===== config.mk =====
export PLATFORM = sky130hd
export DESIGN_NAME = tmcw_cursor
export DESIGN_NICKNAME = d
export VERILOG_FILES = /design/src/sv/tmcw_pkg.sv /design/src/sv/tmcw_cursor.sv
export SDC_FILE = /design/constraint.sdc
export NUM_CORES = 1
export LEC_CHECK = 0
export CAP_MARGIN = 20
export CORE_UTILIZATION = 45
export DETAILED_ROUTE_END_ITERATION = 8
export DONT_BUFFER_PORTS = 1
export PLACE_DENSITY_LB_ADDON = 0.25
export SLEW_MARGIN = 20
export SYNTH_ARGS = -nofsm -noshare
export SYNTH_HDL_FRONTEND = slang
export SYNTH_SLANG_ARGS = --single-unit

===== constraint.sdc =====
create_clock -name clk -period 2.96 [get_ports clk]
set_input_delay 0.148 -clock clk [delete_from_list [all_inputs] [get_ports clk]]
set_output_delay 0.148 -clock clk [all_outputs]
set_load 0.05 [all_outputs]

===== src/sv/tmcw_pkg.sv =====
// ----------------------------------------------------------------------------
// tmcw_pkg
// Shared types and constants for the text-mode console writer.
// ----------------------------------------------------------------------------
package tmcw_pkg;

  // Request operation codes
  localparam logic OP_PUT  = 1'b0;
  localparam logic OP_READ = 1'b1;

  // Control character codes
  localparam logic [7:0] CH_BS = 8'h08;
  localparam logic [7:0] CH_TAB = 8'h09;
  localparam logic [7:0] CH_NL = 8'h0A;
  localparam logic [7:0] CH_FF = 8'h0C;
  localparam logic [7:0] CH_CR = 8'h0D;

  // Blank cell contents
  localparam logic [7:0] BLANK_CHAR = 8'h20;
  localparam logic [7:0] RESET_ATTR = 8'h07;

  // Tab stop spacing
  localparam int TAB_STOP = 8;

  // Store action decoded from one put request
  typedef struct packed {
    logic store_char;  // write the code at the cursor
    logic scroll;      // move the frame up one row and blank the last row
    logic clear;       // blank the whole frame
  } tmcw_act_t;

endpackage


===== src/sv/tmcw_cursor.sv =====
// ----------------------------------------------------------------------------
// tmcw_cursor
// Cursor registers and character decode: next cursor and store action.
// ----------------------------------------------------------------------------
module tmcw_cursor #(
  parameter int COLUMNS = 80,
  parameter int ROWS = 25,
  localparam int CW = $clog2(COLUMNS),
  localparam int RW = $clog2(ROWS)
) (
  input  logic                clk,
  input  logic                rst,
  input  logic [7:0]          code,
  input  logic                upd,
  output logic [CW-1:0]       cur_x,
  output logic [RW-1:0]       cur_y,
  output logic [CW-1:0]       nx,
  output logic [RW-1:0]       ny,
  output tmcw_pkg::tmcw_act_t act
);
  import tmcw_pkg::*;

  logic [CW:0]   xp1;
  logic [CW:0]   tabx;
  logic          last_row;
  logic [RW-1:0] lf_y;

  assign xp1      = {1'b0, cur_x} + (CW+1)'(1);
  assign tabx     = ({1'b0, cur_x} + (CW+1)'(TAB_STOP)) & ~((CW+1)'(TAB_STOP - 1));
  assign last_row = (cur_y == RW'(ROWS - 1));
  assign lf_y     = last_row ? cur_y : cur_y + RW'(1);

  // Decode the code into the next cursor and the store action
  always_comb begin
    nx  = cur_x;
    ny  = cur_y;
    act = '0;
    case (code)
      CH_NL: begin
        nx         = '0;
        ny         = lf_y;
        act.scroll = last_row;
      end
      CH_FF: begin
        nx        = '0;
        ny        = '0;
        act.clear = 1'b1;
      end
      CH_BS: begin
        if (cur_x != '0) begin
          nx = cur_x - CW'(1);
        end
      end
      CH_CR: begin
        nx = '0;
      end
      CH_TAB: begin
        if (tabx >= (CW+1)'(COLUMNS)) begin
          nx         = '0;
          ny         = lf_y;
          act.scroll = last_row;
        end else begin
          nx = tabx[CW-1:0];
        end
      end
      default: begin
        act.store_char = 1'b1;
        if (xp1 >= (CW+1)'(COLUMNS)) begin
          nx         = '0;
          ny         = lf_y;
          act.scroll = last_row;
        end else begin
          nx = xp1[CW-1:0];
        end
      end
    endcase
  end

  // Advance the cursor on an accepted put
  always_ff @(posedge clk) begin
    if (rst) begin
      cur_x <= '0;
      cur_y <= '0;
    end else if (upd) begin
      cur_x <= nx;
      cur_y <= ny;
    end
  end

endmodule


==> results of run 1 <==
[area by class of cell]
cell class	instances	share of cell area
Clock buffer	4	0.0195
Inverter	15	0.0303
Multi-Input combinational cell	141	0.614
Sequential cell	12	0.130
Tap cell	42	0.0283
Timing Repair Buffer	30	0.178
[stage by stage]
step,setup slack (ns),TNS [ns],utilization
5_1_grt,0.0101,0,0.646
4_1_cts,0.128,0,0.636
2_1_floorplan,-0.0448,-0.0448,-
6_report,0.146,0,0.646
3_3_place_gp,0.327,0,0.606
3_5_place_dp,0.276,0,0.606
[kinds of logic (layout without fill, tap and decap cells)]
kind of cell    count (synthesis)  in the layout  synth area share
xor+xnor                        9              9            0.0558
flops                          12             12             0.170
mux                             2              2            0.0142
fa+ha+maj                       9              9            0.0796
simple gates                   70             70             0.292
buf+inv                        26             49            0.0876
compound gates                 50             51             0.301
[report_power, final]
| part | internal, mW | switching [mW] | leakage (nW) |
|---|---|---|---|
| Combinational | 0.0840 | 0.129 | 0.599 |
| Sequential | 0.167 | 0.00926 | 0.0983 |
| Clock | 0.0751 | 0.0758 | 0.0210 |
[worst min-delay path by stage]
| stage | slack (ns) | to | from | depth (start not counted) |
|---|---|---|---|---|
| after floorplan | 0.22 | cur_x[2] | rst | 1 |
| after global placement | 0.22 | cur_x[3] | rst | 1 |
| after detailed placement | 0.22 | cur_x[3] | rst | 1 |
| after CTS | 0.03 | cur_x[5] | upd | 2 |
| after global routing | 0.05 | cur_x[0] | upd | 3 |
| final | 0.03 | cur_x[5] | upd | 2 |
[routing by layer]
metal	part of all wire	routed length, microns	track usage
met2	0.46	1860	0.414
met4	0.014	57	0.0680
met1	0.46	1870	0.350
met5	0	0	0
met3	0.067	274	0.0647
[critical path: stages (launching register included)]
cell     delay, ns
dfxtp_1       0.38
ha_1          0.25
nand3_1       0.15
and3_1        0.22
or4_4         0.58
a22oi_4       0.26
nor3_1        0.08
or2_1         0.29
buf_12        0.16
[timing repair]
item / 4_1_cts / 5_1_grt
hold endpoints to repair: 10 / 0
resized for setup: 3 / 7
buffers inserted: 1 / 0
hold buffers: 2 / 0
setup endpoints to repair: 3 / 6
pin swaps: 1 / 1
cloned: 1 / 0
[state kept, by name (all words and copies together) (netlist names)]
signal  count
cur_x       7
cur_y       5
[layout by cell type, fill, tap and decap left out, drive strengths merged, types with 7 or more instances in the layout]
cell type,synthesis,layout
nand3,7,7
nor2,13,13
a21oi,7,7
inv,15,15
buf,6,28
ha,9,9
nand2,10,10
dfxtp,12,12
xnor2,7,7
==> metrics.md, run 1 <==
| Metric | Value |
|---|---|
| I/O pin count | `38` |
| DR vias | `1460` |
| Crit-path max FO | `9` |
| Antenna Violating Nets Remaining | `0` |
| Starting density of the core | `0.492` |
| Period minus WS final | `2.81 ns` |
| Maximum VDD drop | `0.175 mV` |
| Status | `complete, but fails checks` |
| Area contributors post-synth | `dfxtp_1, ha_1, xnor2_1, inv_1, nor2_1` |
| Slew Viols, Final | `0` |
| Post-route DRC | `4` |
| Leak pwr | `between 0.7 and 0.8 nW` |
| Failing checks | `DRC` |
| Largest net degree at the start of global routing | `17` |
| Clock sink total | `12` |
| Period utilization | `0.951` |
| Worst hold margin | `0.0251 ns` |
| Crit. End Element | `primary output` |
| P&R area growth vs syn | `31.5%` |
| Die Area | `0.00337 sq mm` |
| Worst-Skew Late Latency | `0.30 ns` |
| Fin. Hold Viols | `0` |
| Root Buffer | `clkbuf_4` |
| Final setup viols | `0` |
| Worst Setup SP | `cur_x[1]` |
| Clock transition at path regs | `0.10 ns` |
| Tot GR Track Use | `0.260` |
| Ant. Diodes | `0` |
| Async SR Flop Fraction | `0` |
| Element type at the critical path start | `flip-flop` |
| CTS tree | `built` |
| Yosys warns | `0` |
| Synth cell types | `60` |
| Worst-margin pin slew | `0.724 ns` |
| HP Class | `input pin to flip-flop` |
| Final #Nets | `223` |
| Detailed Route Iter0 Violations | `~60` |
| Num rows | `19` |
| Fmax | `355 MHz` |
| Area share of the largest cell type after synthesis | `0.170` |
| Dpl hpwl | `a little under 3 mm` |
| Inst Count DP | `236` |
| IO buf count | `0` |
| First-pass GRT wire length | `just under 7 mm` |
| Top cells by count, synth | `inv_1, dfxtp_1, nor2_1, nand2_1, ha_1` |
| Syn Inst Count | `178` |
| DR WL/cell | `16.7 microns` |
| TritonCTS Buffers | `3` |
| Pwr Total | `540 uW` |
| Register area | `241 sq um` |
| Yosys reg bits | `12` |
| Syn Nets | `198` |
| CP arrival | `roughly 2.7 ns` |
| Grt total ovfl | `0` |
| Final wirelength | `4.07 mm` |
| Final non-filler cell total | `between 200 and 250` |
| EDFF count, synth | `0` |
| Share of the yosys chip area belonging to registers | `0.170` |
| Total power divided by cell area | `290 mW/mm^2` |
| Unrepaired setup endpoints after global routing | `no` |
| Dominant cell by count in the synthesized netlist | `inv_1` |
| Post-synth top area cell | `dfxtp_1` |
| MaxCap Viol Count | `0` |
| Mapped Area | `between 0.001 and 0.0015 sq mm` |
| Worst r2r dst | `cur_y[0]` |
| Final Skew | `about 0.0015 ns` |
| Slew HR | `0.517` |
| Placed cell areas | `0.00174 sq mm` |
| Antenna violations before repair | `0` |
| TritonRoute pass-1 iters | `6` |
| Design area | `0.00186 sq mm` |
| Critical path class | `flip-flop to primary output` |
| Worst Path Required | `2.81 ns` |
| Max clock buf depth | `2` |
| Final Wtd Congestion | `just under 0.9` |
| Cell depth of the worst flop-to-flop path | `8` |
| Multi-input gate area | `~0.0011 sq mm` |
| Share of cells above drive strength 1 | `0.297` |
| Die H | `58.1 microns` |
| H-Tree Depth | `1` |
| Vias/cell | `~6` |
| Worst flop-to-flop path startpoint | `cur_x[4]` |
| Top_reg_cell synth | `dfxtp_1` |
| Core area | `0.00288 sq mm` |
| DIE WIDTH | `58.1 microns` |
| Mean Syn Cell Area | `about 7.9 sq um` |
| Fillers | `239` |
| Register-to-register setup slack | `0.37 ns` |
| Number of global-route vias before repair | `1431` |
| CP endpoint | `ny[4]` |
(Power assumes the default switching activity.)
==> run 2, diff against run 1 <==
--- a/config.mk
+++ b/config.mk
@@ -7,6 +7,7 @@
 export LEC_CHECK = 0
 export CAP_MARGIN = 20
 export CORE_UTILIZATION = 45
+export CTS_BUF_LIST = sky130_fd_sc_hd__clkbuf_8
 export DETAILED_ROUTE_END_ITERATION = 8
 export DONT_BUFFER_PORTS = 1
 export PLACE_DENSITY_LB_ADDON = 0.25
==> metrics.md, run 2 (synthesized netlist as in run 1, its figures left out) <==
| Metric | Value |
|---|---|
| IO buf count | `0 (unchanged)` |
| Fin. Hold Viols | `0 (unchanged)` |
| Number of global-route vias before repair | `1463 (+2.2%)` |
| Register-to-register setup slack | `0.31 ns (-0.06 ns)` |
| CP arrival | `2.65 ns (-0.02 ns)` |
| Element type at the critical path start | `flip-flop` |
| Maximum VDD drop | `0.214 mV (+22%)` |
| CP Cell Sequence | `ha_1 > nand3_1 > and3_1 > or4_4 > a22oi_4 > nor3_1 > or2_1 > buf_12` |
| Antenna violations before repair | `0 (unchanged)` |
| CP max stage delay | `0.58 ns (about the same)` |
| Share of cells above drive strength 1 | `0.282 (-0.0149)` |
| MaxCap Viol Count | `0 (unchanged)` |
| TritonCTS Buffers | `3 (unchanged)` |
| Crit path max-delay family | `simple AND/OR/NAND/NOR gates` |
| Crit-path max FO | `9 (unchanged)` |
| Worst r2r dst | `cur_y[0]` |
| Cell depth of the worst flop-to-flop path | `8 (unchanged)` |
| Root Buffer | `clkbuf_8` |
| Routed wl met2 | `1.86 mm (-0.48%)` |
| Period utilization | `0.944 (-0.00673)` |
| I/O pin count | `38 (unchanged)` |
| Placed cell areas | `0.00174 sq mm (unchanged)` |
| Vias/cell | `6.13 (+2.4%)` |
| Die Area | `0.00337 sq mm (unchanged)` |
| TritonRoute pass-1 iters | `6 (unchanged)` |
| Critical Path Stages | `8 (unchanged)` |
| H-Tree Depth | `1 (unchanged)` |
| Clock transition at path regs | `0.06 ns (-0.04 ns)` |
| Max FFs per register | `7 (unchanged)` |
| Most common cell after layout, fill and taps aside | `buf_4` |
| Worst flop-to-flop path startpoint | `cur_x[4]` |
| Met3 Routed Length | `358 microns (+31%)` |
| Leak pwr | `0.726 nW (+1.1%)` |
| Unrepaired setup endpoints after global routing | `yes` |
| CP endpoint | `ny[4]` |
| Regs by FF count | `cur_x x7, cur_y x5` |
| Clock sink total | `12 (unchanged)` |
| P&R area growth vs syn | `31.6% (about the same)` |
| Fmax | `358 MHz (+0.71%)` |
| Die H | `58.1 microns (unchanged)` |
| Design area | `0.00186 sq mm (about the same)` |
| Period minus WS final | `2.79 ns (-0.0199 ns)` |
| Final setup viols | `0 (unchanged)` |
| HP Class | `input pin to flip-flop` |
| Dpl hpwl | `2.89 mm (unchanged)` |
| DIE WIDTH | `58.1 microns (unchanged)` |
| Post-route setup TNS | `0 ns (unchanged)` |
| CTS tree | `built` |
| Final Skew | `0.000608 ns (-0.000871 ns)` |
| Final non-filler cell total | `244 (unchanged)` |
| Worst-margin pin slew | `0.738 ns (+0.0141 ns)` |
| DR WL/cell | `16.8 microns (+0.66%)` |
| DR top layer | `met4` |
| Core area | `0.00288 sq mm (unchanged)` |
| Largest net degree at the start of global routing | `17 (unchanged)` |
| Slowest-stage cell, CP | `or4_4` |
| Pwr Total | `580 uW (+7.4%)` |
| Final #Nets | `223 (unchanged)` |
| Critical path class | `flip-flop to primary output` |
| Max clock buf depth | `2 (unchanged)` |
| Worst Setup SP | `cur_x[1]` |
| Crit. End Element | `primary output` |
| Total power divided by cell area | `312 mW/mm^2 (+7.3%)` |
| CP bufs+invs | `1 (unchanged)` |
| Antenna Violating Nets Remaining | `0 (unchanged)` |
| Final Wtd Congestion | `0.889 (unchanged)` |
| First-pass GRT wire length | `6.80 mm (+0.71%)` |
| Post-route DRC | `4 (unchanged)` |
| DR vias | `1495 (+2.4%)` |
| Status | `complete, but fails checks` |
| Most frequent cells in the layout | `buf_4, inv_1, dfxtp_1` |
| Worst Path Required | `2.81 ns (about the same)` |
| Failing checks | `DRC` |
| Largest Register | `cur_x` |
| Detailed Route Iter0 Violations | `58 (-4.9%)` |
| Met1 wire length | `1.80 mm (-3.7%)` |
| Slew HR | `0.507 (-0.00944)` |
| Inst Count DP | `236 (unchanged)` |
| Worst-Skew Late Latency | `0.25 ns (-0.05 ns)` |
| Slew Viols, Final | `0 (unchanged)` |
| Num rows | `19 (unchanged)` |
| Final wirelength | `4.10 mm (+0.66%)` |
| Grt total ovfl | `0 (unchanged)` |
| Ant. Diodes | `0 (unchanged)` |
| Tot GR Track Use | `0.259 (-0.000465)` |
| Starting density of the core | `0.492 (unchanged)` |
-- run 2: worst min path at each step --
stage	startpoint	endpoint	slack, ns	cells after the start
finish	rst	cur_x[6]	0.05	2
global route	rst	cur_x[6]	0.04	2
CTS	rst	cur_x[6]	0.05	2
detailed placement	rst	cur_x[3]	0.22	1
global placement	rst	cur_x[3]	0.22	1
floorplan	rst	cur_x[2]	0.22	1
-- run 2: routing by layer --
metal  up-vias  GRT usage
li1        718          -
met1       691      0.348
met2        76      0.406
met3        10     0.0692
met4         0     0.0782
met5         -          0
-- run 2: layout make-up --
cell class	instances	area, sq um
Multi-Input combinational cell	141	1130
Fill cell	235	1020
Timing Repair Buffer	30	330
Sequential cell	12	240
Inverter	15	56.3
Clock buffer	4	55.1
Tap cell	42	52.6
-- run 2: report_power, final --
part | internal [mW] | total, mW | switching [mW]
Combinational | 0.0833 | 0.211 | 0.127
Sequential | 0.167 | 0.176 | 0.00914
Clock | 0.118 | 0.193 | 0.0747
-- run 2: stage by stage --
stage               setup WS, ns  utilization  hold slack, ns
floorplan                -0.0448            -           0.224
global placement           0.327        0.606           0.217
detailed placement         0.276        0.606           0.217
CTS                       0.0143        0.639          0.0501
global route            -0.00230        0.647          0.0441
finish                     0.166        0.647          0.0519
-- run 2: what timing repair did --
item                       CTS  global route
pin swaps                    1             0
setup buffers                1             0
hold buffers                 2             0
cloned                       1             0
hold endpoints to repair     9             0
gates resized for setup      0             6
setup endpoints to repair    2            10
